## src/csw_pkg.sv

```systemverilog
// Shared types and constants for the CT slice window/level block.
// Used by every module of the block; depends on nothing.
package csw_pkg;

	localparam int AddrW  = 27;
	localparam int DestW  = 18;
	localparam int HuW    = 16;
	localparam int GrayW  = 8;
	localparam int WinW   = 16;
	localparam int NumW   = 24;
	localparam int DimW   = 10;
	localparam int SliceW = 9;
	localparam int ApbAw  = 5;
	localparam int ApbDw  = 32;
	localparam int TdataW = 56;

	localparam logic [GrayW-1:0] GRAY_MAX = 8'd255;

	typedef enum logic [1:0] {
		ORIENT_AXIAL    = 2'd0,
		ORIENT_CORONAL  = 2'd1,
		ORIENT_SAGITTAL = 2'd2
	} orient_t;

	typedef enum logic [2:0] {
		REG_ORIENT = 3'd0,
		REG_DIM_X  = 3'd1,
		REG_DIM_Y  = 3'd2,
		REG_DIM_Z  = 3'd3,
		REG_SLICE  = 3'd4,
		REG_LEVEL  = 3'd5,
		REG_WIDTH  = 3'd6
	} reg_idx_t;

	typedef struct packed {
		logic [1:0]             orientation;
		logic [DimW-1:0]        dim_x;
		logic [DimW-1:0]        dim_y;
		logic [DimW-1:0]        dim_z;
		logic [SliceW-1:0]      slice_index;
		logic signed [HuW-1:0]  window_level;
		logic [WinW-1:0]        window_width;
	} cfg_t;

	typedef struct packed {
		logic [AddrW-1:0] addr;
		logic [DestW-1:0] dest;
		logic             last;
		logic             below;
		logic             above;
		logic [NumW-1:0]  rem;
		logic [GrayW-1:0] quo;
	} cell_t;

endpackage

```

## src/ct_slice_window_level.sv

```systemverilog
// Top level of the CT slice window/level block: APB registers, front stages
// and the divider cell chain. Depends on csw_pkg, csw_front, csw_div_cell.
//
// Walks one axial, coronal or sagittal slice of a CT volume and maps each
// incoming Hounsfield sample to an 8-bit grey level, together with its voxel
// address, its texture index (rows flipped for coronal and sagittal) and an
// end-of-slice mark on tlast. One request is taken per clock cycle while the
// output is not stalled; each passes through two stages of counters and
// multipliers, one stage of address sums, then eight divider cells that each
// settle one bit of the grey level. A stalled output holds the whole chain.
// Any register write restarts the walk at the first pixel; write registers
// only while no request is in flight.
module ct_slice_window_level #(
	parameter int MAX_DIM = 512
) (
	input  logic                        clk,
	input  logic                        arst_n,
	input  logic                        s_tvalid,
	output logic                        s_tready,
	input  logic [csw_pkg::HuW-1:0]     s_tdata,  // [15:0] hu_sample
	output logic                        m_tvalid,
	input  logic                        m_tready,
	output logic [csw_pkg::TdataW-1:0]  m_tdata,  // [7:0] gray, [34:8] source_address,
	                                              // [52:35] dest_index, [55:53] zero
	output logic                        m_tlast,
	input  logic                        psel,
	input  logic                        penable,
	input  logic                        pwrite,
	input  logic [csw_pkg::ApbAw-1:0]   paddr,
	input  logic [csw_pkg::ApbDw-1:0]   pwdata,
	output logic [csw_pkg::ApbDw-1:0]   prdata,
	output logic                        pready
);

	csw_pkg::cfg_t     cfg_q;
	csw_pkg::reg_idx_t ridx;
	logic              cfg_wr, adv, in_acc;
	logic [8:0]        cv;
	csw_pkg::cell_t    cd [0:8];
	logic [csw_pkg::GrayW-1:0] gray;

	assign pready = 1'b1;
	assign ridx   = csw_pkg::reg_idx_t'(paddr[4:2]);
	assign cfg_wr = psel && penable && pwrite && pready;

	always_ff @(posedge clk or negedge arst_n) begin
		if (!arst_n) begin
			cfg_q.orientation  <= csw_pkg::ORIENT_AXIAL;
			cfg_q.dim_x        <= 10'd1;
			cfg_q.dim_y        <= 10'd1;
			cfg_q.dim_z        <= 10'd1;
			cfg_q.slice_index  <= '0;
			cfg_q.window_level <= 16'sd41;
			cfg_q.window_width <= 16'd85;
		end else if (cfg_wr) begin
			case (ridx)
				csw_pkg::REG_ORIENT: cfg_q.orientation  <= pwdata[1:0];
				csw_pkg::REG_DIM_X:  cfg_q.dim_x        <= pwdata[csw_pkg::DimW-1:0];
				csw_pkg::REG_DIM_Y:  cfg_q.dim_y        <= pwdata[csw_pkg::DimW-1:0];
				csw_pkg::REG_DIM_Z:  cfg_q.dim_z        <= pwdata[csw_pkg::DimW-1:0];
				csw_pkg::REG_SLICE:  cfg_q.slice_index  <= pwdata[csw_pkg::SliceW-1:0];
				csw_pkg::REG_LEVEL:  cfg_q.window_level <= $signed(pwdata[csw_pkg::HuW-1:0]);
				csw_pkg::REG_WIDTH:  cfg_q.window_width <= pwdata[csw_pkg::WinW-1:0];
				default: ;
			endcase
		end
	end

	always_comb begin
		case (ridx)
			csw_pkg::REG_ORIENT: prdata = csw_pkg::ApbDw'(cfg_q.orientation);
			csw_pkg::REG_DIM_X:  prdata = csw_pkg::ApbDw'(cfg_q.dim_x);
			csw_pkg::REG_DIM_Y:  prdata = csw_pkg::ApbDw'(cfg_q.dim_y);
			csw_pkg::REG_DIM_Z:  prdata = csw_pkg::ApbDw'(cfg_q.dim_z);
			csw_pkg::REG_SLICE:  prdata = csw_pkg::ApbDw'(cfg_q.slice_index);
			csw_pkg::REG_LEVEL:  prdata = {16'd0, cfg_q.window_level};
			csw_pkg::REG_WIDTH:  prdata = csw_pkg::ApbDw'(cfg_q.window_width);
			default:             prdata = '0;
		endcase
	end

	// advance the whole chain unless the output request is held
	assign adv      = !cv[8] || m_tready;
	assign s_tready = adv;
	assign in_acc   = s_tvalid && adv;

	csw_front #(
		.MAX_DIM (MAX_DIM)
	) u_front (
		.clk      (clk),
		.arst_n   (arst_n),
		.cfg      (cfg_q),
		.cfg_wr   (cfg_wr),
		.adv      (adv),
		.in_acc   (in_acc),
		.hu       ($signed(s_tdata)),
		.v_out    (cv[0]),
		.cell_out (cd[0])
	);

	for (genvar gi = 0; gi < 8; gi++) begin : g_cell
		csw_div_cell #(
			.BIT (7 - gi)
		) u_cell (
			.clk     (clk),
			.arst_n  (arst_n),
			.adv     (adv),
			.v_in    (cv[gi]),
			.d_in    (cd[gi]),
			.divisor (cfg_q.window_width),
			.v_out   (cv[gi+1]),
			.d_out   (cd[gi+1])
		);
	end

	always_comb begin
		if (cd[8].below) gray = '0;
		else if (cd[8].above) gray = csw_pkg::GRAY_MAX;
		else gray = cd[8].quo;
	end

	assign m_tvalid = cv[8];
	assign m_tdata  = {3'd0, cd[8].dest, cd[8].addr, gray};
	assign m_tlast  = cd[8].last;

endmodule

```

## src/csw_div_cell.sv

```systemverilog
// One cell of the grey-level divider chain: resolves one quotient bit.
// Depends on csw_pkg.
module csw_div_cell #(
	parameter int BIT = 0
) (
	input  logic           clk,
	input  logic           arst_n,
	input  logic           adv,
	input  logic           v_in,
	input  csw_pkg::cell_t d_in,
	input  logic [csw_pkg::WinW-1:0] divisor,
	output logic           v_out,
	output csw_pkg::cell_t d_out
);

	logic [csw_pkg::NumW-1:0] dsh;
	csw_pkg::cell_t nxt;

	assign dsh = csw_pkg::NumW'(divisor) << BIT;

	always_comb begin
		nxt = d_in;
		if (d_in.rem >= dsh) begin
			nxt.rem      = d_in.rem - dsh;
			nxt.quo[BIT] = 1'b1;
		end
	end

	always_ff @(posedge clk or negedge arst_n) begin
		if (!arst_n) begin
			v_out <= 1'b0;
		end else if (adv) begin
			v_out <= v_in;
		end
	end

	always_ff @(posedge clk) begin
		if (adv) begin
			d_out <= nxt;
		end
	end

endmodule

```

## src/csw_front.sv

```systemverilog
// Walk counters, address and texture index stages, window classification.
// Feeds the divider chain; depends on csw_pkg.
module csw_front #(
	parameter int MAX_DIM = 512
) (
	input  logic           clk,
	input  logic           arst_n,
	input  csw_pkg::cfg_t  cfg,
	input  logic           cfg_wr,
	input  logic           adv,
	input  logic           in_acc,
	input  logic signed [csw_pkg::HuW-1:0] hu,
	output logic           v_out,
	output csw_pkg::cell_t cell_out
);

	localparam int CW = (MAX_DIM > 2) ? $clog2(MAX_DIM) : 1;
	localparam int DW = $clog2(MAX_DIM + 1);
	localparam int PW = 2 * DW;
	localparam int AW = csw_pkg::AddrW;
	localparam int EW = csw_pkg::DestW;

	function automatic logic [DW-1:0] eff_dim(input logic [csw_pkg::DimW-1:0] v);
		logic [DW-1:0] r;
		begin
			if (v == '0) r = DW'(1);
			else if (32'(v) > MAX_DIM) r = DW'(MAX_DIM);
			else r = DW'(v);
			return r;
		end
	endfunction

	logic [DW-1:0] dx, dy, dz, w, h, y2d;
	logic          axial, coronal, sagittal;
	logic [CW-1:0] col_q, row_q;
	logic [DW:0]   col_nx, row_nx;
	logic          row_end, last;
	logic [PW-1:0] plane_q, bstep, rstep, cstep;
	logic signed [csw_pkg::HuW:0] lo_q, hi_q;

	logic                  v_s1, v_s2;
	logic [CW-1:0]         c_s1, c_s2;
	logic [CW-1:0]         r_s1;
	logic [DW-1:0]         y2d_s1;
	logic signed [csw_pkg::HuW-1:0] hu_s1;
	logic                  last_s1, last_s2;
	logic [AW-1:0]         base_s2, rowp_s2, colp_s2;
	logic [EW-1:0]         dmul_s2;
	logic                  below_s2, above_s2;
	logic [csw_pkg::WinW-1:0] diff_s2;
	logic signed [csw_pkg::HuW:0] hu_x, diff_x;

	assign dx = eff_dim(cfg.dim_x);
	assign dy = eff_dim(cfg.dim_y);
	assign dz = eff_dim(cfg.dim_z);
	assign coronal  = (cfg.orientation == csw_pkg::ORIENT_CORONAL);
	assign sagittal = (cfg.orientation == csw_pkg::ORIENT_SAGITTAL);
	assign axial    = !coronal && !sagittal;

	always_comb begin
		w     = sagittal ? dy : dx;
		h     = axial ? dy : dz;
		bstep = axial ? plane_q : (coronal ? PW'(dx) : PW'(1));
		rstep = axial ? PW'(dx) : plane_q;
		cstep = sagittal ? PW'(dx) : PW'(1);
		y2d   = axial ? DW'(row_q) : (h - DW'(1) - DW'(row_q));
	end

	assign col_nx  = (DW+1)'(col_q) + (DW+1)'(1);
	assign row_nx  = (DW+1)'(row_q) + (DW+1)'(1);
	assign row_end = (col_nx >= (DW+1)'(w));
	assign last    = row_end && (row_nx >= (DW+1)'(h));

	always_ff @(posedge clk or negedge arst_n) begin
		if (!arst_n) begin
			col_q <= '0;
			row_q <= '0;
		end else if (cfg_wr) begin
			col_q <= '0;
			row_q <= '0;
		end else if (in_acc) begin
			if (!row_end) begin
				col_q <= CW'(col_nx);
			end else begin
				col_q <= '0;
				row_q <= last ? '0 : CW'(row_nx);
			end
		end
	end

	// derived from configuration and registered; updates even while the chain is stalled
	always_ff @(posedge clk) begin
		plane_q <= PW'(dx) * PW'(dy);
		lo_q    <= $signed({cfg.window_level[csw_pkg::HuW-1], cfg.window_level})
			- $signed({2'b00, cfg.window_width[csw_pkg::WinW-1:1]});
		hi_q    <= $signed({cfg.window_level[csw_pkg::HuW-1], cfg.window_level})
			+ $signed({2'b00, cfg.window_width[csw_pkg::WinW-1:1]});
	end

	always_ff @(posedge clk or negedge arst_n) begin
		if (!arst_n) begin
			v_s1  <= 1'b0;
			v_s2  <= 1'b0;
			v_out <= 1'b0;
		end else if (adv) begin
			v_s1  <= in_acc;
			v_s2  <= v_s1;
			v_out <= v_s2;
		end
	end

	assign hu_x   = $signed({hu_s1[csw_pkg::HuW-1], hu_s1});
	assign diff_x = hu_x - lo_q;

	always_ff @(posedge clk) begin
		if (adv) begin
			c_s1     <= col_q;
			r_s1     <= row_q;
			y2d_s1   <= y2d;
			hu_s1    <= hu;
			last_s1  <= last;

			base_s2  <= AW'(cfg.slice_index) * AW'(bstep);
			rowp_s2  <= AW'(r_s1) * AW'(rstep);
			colp_s2  <= AW'(c_s1) * AW'(cstep);
			dmul_s2  <= EW'(y2d_s1) * EW'(w);
			c_s2     <= c_s1;
			last_s2  <= last_s1;
			below_s2 <= (hu_x <= lo_q);
			above_s2 <= (hu_x >= hi_q);
			diff_s2  <= diff_x[csw_pkg::WinW-1:0];

			cell_out.addr  <= base_s2 + rowp_s2 + colp_s2;
			cell_out.dest  <= dmul_s2 + EW'(c_s2);
			cell_out.last  <= last_s2;
			cell_out.below <= below_s2;
			cell_out.above <= above_s2;
			cell_out.rem   <= {diff_s2, 8'd0} - {8'd0, diff_s2};
			cell_out.quo   <= '0;
		end
	end

endmodule

```

## config.mk

```make
export PLATFORM = sky130hd
export DESIGN_NAME = ct_slice_window_level
export DESIGN_NICKNAME = d
export VERILOG_FILES = /design/src/csw_pkg.sv /design/src/ct_slice_window_level.sv /design/src/csw_div_cell.sv /design/src/csw_front.sv
export SDC_FILE = /design/constraint.sdc
export NUM_CORES = 2
export LEC_CHECK = 0
export BUFFER_PORTS_ARGS = -buffer_cell sky130_fd_sc_hd__buf_4
export CORE_MARGIN = 2
export CORE_UTILIZATION = 45
export CTS_CLUSTER_DIAMETER = 80
export DETAILED_ROUTE_END_ITERATION = 7
export REMOVE_ABC_BUFFERS = 1
export SYNTH_ARGS = -nofsm -noshare
export SYNTH_HDL_FRONTEND = slang
export SYNTH_HIERARCHICAL = 1
export SYNTH_SLANG_ARGS = --single-unit
```

## constraint.sdc

```tcl
create_clock -name clk -period 69.5 [get_ports clk]
set_input_delay 0 -clock clk [delete_from_list [all_inputs] [get_ports clk]]
set_output_delay 0 -clock clk [all_outputs]
set_load 0.05 [all_outputs]
```

==> reports/results.txt <==
unrepaired setup endpoints after global routing: no
Final Power: 3.37 mW
final net count: 7320
Root Buffer: clkbuf_16
die area: 155000 um2
TritonCTS clock tree: built
max_slew headroom: 0.189
gp weighted congestion: 0.901
Fin Setup TNS: 0 ns
status: complete, no violations
Detailed Route Iter0 Violations: 2785
Worst setup SP type: flop
layout cells sized above 1: 0.0879
H-tree levels: 3
port bufs: 113
Syn Inst Count: 6154
GRT Util Overall: 0.189
Slew Limit Fails: 0
Max Cap Violations: 0
Hold Crit Start: pwdata[9]
Hold Buf Count CTS: 71
vias: 44200
pin count of the biggest net entering global routing: 199
TritonCTS Buffers: 113
Die H: 393 um
top achievable clock speed: 137 MHz
worst slew pin tran: 1.22 ns
clk slew on worst S/H paths: 0.06 ns
DR WL/cell: 17.3 um
clk buf depth: 3
Synth warnings: 6
cells on worst reg2reg path: 21
Clock Latency Late Sink: 0.75 ns
Mean Syn Cell Area: 11.1 um2
clock skew: 0.0574 ns
Clock power frac: 0.176
placed cells: 8127
Net Sw Frac: 0.399
crit-path max FO: 101
Die Width: 393 um
post-synthesis to final-layout area growth: 10.6%
reg2reg end: u_front/base_s2[26]
number of remaining DRC errors: 0
end of the worst hold path: cfg_q[70]
DR pass1 iterations: 7
post-CTS setup buffers: 0
CP peak stage delay: 0.76 ns
first-pass GRT wire length: 237000 um
# resized after CTS: 0
sequential share of power: 0.366
Max VDD drop: 0.0255 mV
initial antenna violation count: 7
Slowest cell on crit path: buf_4
design internal power: 2.02 mW
final setup fails: 0
I/O pin total: 152
hold violation count in the final report: 0
area of the mapped netlist: 68200 um2
post-DP HPWL: 109000 um
Starting Density: 0.455
post-route setup slack: 62.18 ns
Total Wirelength: 146000 um
crit path cell chain: inv_1 > ha_4 > buf_4 > a22o_1 > nand2_1 > fa_1 > inv_1 > fa_1 > inv_1 > fa_1 > fa_1 > inv_1 > ha_1 > o211ai_1 > a21o_1 > a211oi_2 > o21ai_1 > o311ai_2 > a311o_1 > a21oi_1 > xnor2_1
min Tclk post-route: 7.32 ns
fin cells: 8414
ANT nets after route: 0
Critical R2R Launch: cfg_q[71]
Core Rows: 142
pre-CTS WS: 62.15 ns
vias per cell: 5.25
Critical Path RT: 69.96 ns
leak pwr: 32.8 nW
Critical Path AT: 7.78 ns
Fill cells: 13400
WS Path Type: flop to flop
hold path cells: 3
CP Capture Type: flop
R2R Setup Slk: 62.18 ns
pwr dens: 44.6 nW/um2
vias in the first global route: 44800
Hold Crit Class: input pin to flop
Gate power share: 0.458
core outline area: 150000 um2
Final period util: 0.105
switching power total: 1.35 mW
clk sink count: 1007
grt ovf: 0
## routing by layer
layer  vias up  routed length, um  global-route usage  share of wire
met2       883              68400               0.313           0.47
li1      21200                  -                   -              -
met3       193               5930              0.0215          0.041
met5         -                  0                   0              0
met1     21900              67900               0.262           0.47
met4         0               3530              0.0565          0.024
## through the flow
stage | area (um2) | util | hold slack, ns
5_1_grt | 75500 | 0.503 | 0.0948
2_1_floorplan | 67200 | - | -0.296
4_1_cts | 75500 | 0.503 | 0.0449
3_3_place_gp | 71000 | 0.473 | 0.00558
3_5_place_dp | 71000 | 0.473 | 0.0105
6_report | 75500 | 0.503 | 0.0979
## critical path, delay by kind of cell (launching register included)
kind | cells | cell delay (ns)
adder cells (fa/ha/maj) | 6 | 2.88
AO/OA/AOI/OAI | 8 | 2.11
buffers and inverters | 5 | 1.01
XOR/XNOR | 1 | 0.48
flip-flops | 1 | 0.40
AND/OR/NAND/NOR | 1 | 0.14
## state kept, by name (all words and copies together) (netlist names), 9 cells and up
name	flops
u_front/rowp_s2	27
u_front/r_s1	9
u_front/dmul_s2	18
u_front/hi_q	17
u_front/c_s2	9
u_front/y2d_s1	10
u_front/c_s1	9
u_front/col_q	9
u_front/hu_s1	16
u_front/plane_q	20
u_front/diff_s2	16
u_front/base_s2	27
u_front/colp_s2	19
u_front/row_q	9
g_cell.u_cell/d_out	616
u_front/cell_out	72
cfg_q	73
u_front/lo_q	16
## power by group through the flow
stage	sequential, mW	combinational, mW	clock, mW
3_5_place_dp	1.25	1.53	0
2_1_floorplan	1.36	1.11	0
6_report	1.23	1.54	0.593
5_1_grt	1.27	1.74	0.636
3_3_place_gp	1.24	1.51	0
4_1_cts	1.24	1.55	0.614
## layout make-up
cell class | instances | area, um2 | share of cell area
clock buffer | 143 | 2990 | 0.0395
sequential | 1007 | 29200 | 0.387
timing repair buffer | 237 | 1990 | 0.0264
antenna | 6 | 15.0 | 0.000199
inverter | 865 | 3250 | 0.0430
multi-input combinational | 4073 | 34800 | 0.460
clock inverter | 67 | 769 | 0.0102
tap | 2016 | 2520 | 0.0334
## cell usage in the layout (no fill, tap or decap), types with 77 or more instances in the layout
| master | count |
|---|---|
| inv_1 | 865 |
| edfxtp_1 | 852 |
| nand2_1 | 572 |
| ha_1 | 497 |
| fa_1 | 465 |
| nor2_1 | 293 |
| a21oi_1 | 250 |
| and2_1 | 220 |
| xnor2_1 | 200 |
| o21ai_0 | 197 |
| buf_4 | 164 |
| nand3_1 | 137 |
| clkbuf_16 | 114 |
| mux2_2 | 112 |
| xor2_1 | 106 |
| dfrtp_1 | 92 |
| and3_1 | 91 |
| a21o_1 | 77 |
## worst max path at each step
stage	slack, ns	end	start	cells past startpoint
after global placement	62.22	u_front/base_s2[26]	cfg_q[71]	23
after global routing	61.73	u_front/base_s2[26]	cfg_q[71]	20
final	62.18	u_front/base_s2[26]	cfg_q[71]	21
after detailed placement	62.15	u_front/base_s2[26]	cfg_q[71]	20
after floorplan	45.75	u_front/row_q[3]	m_tready	6
after CTS	62.13	u_front/base_s2[26]	cfg_q[71]	20
Power figures use the tool's default switching activity.
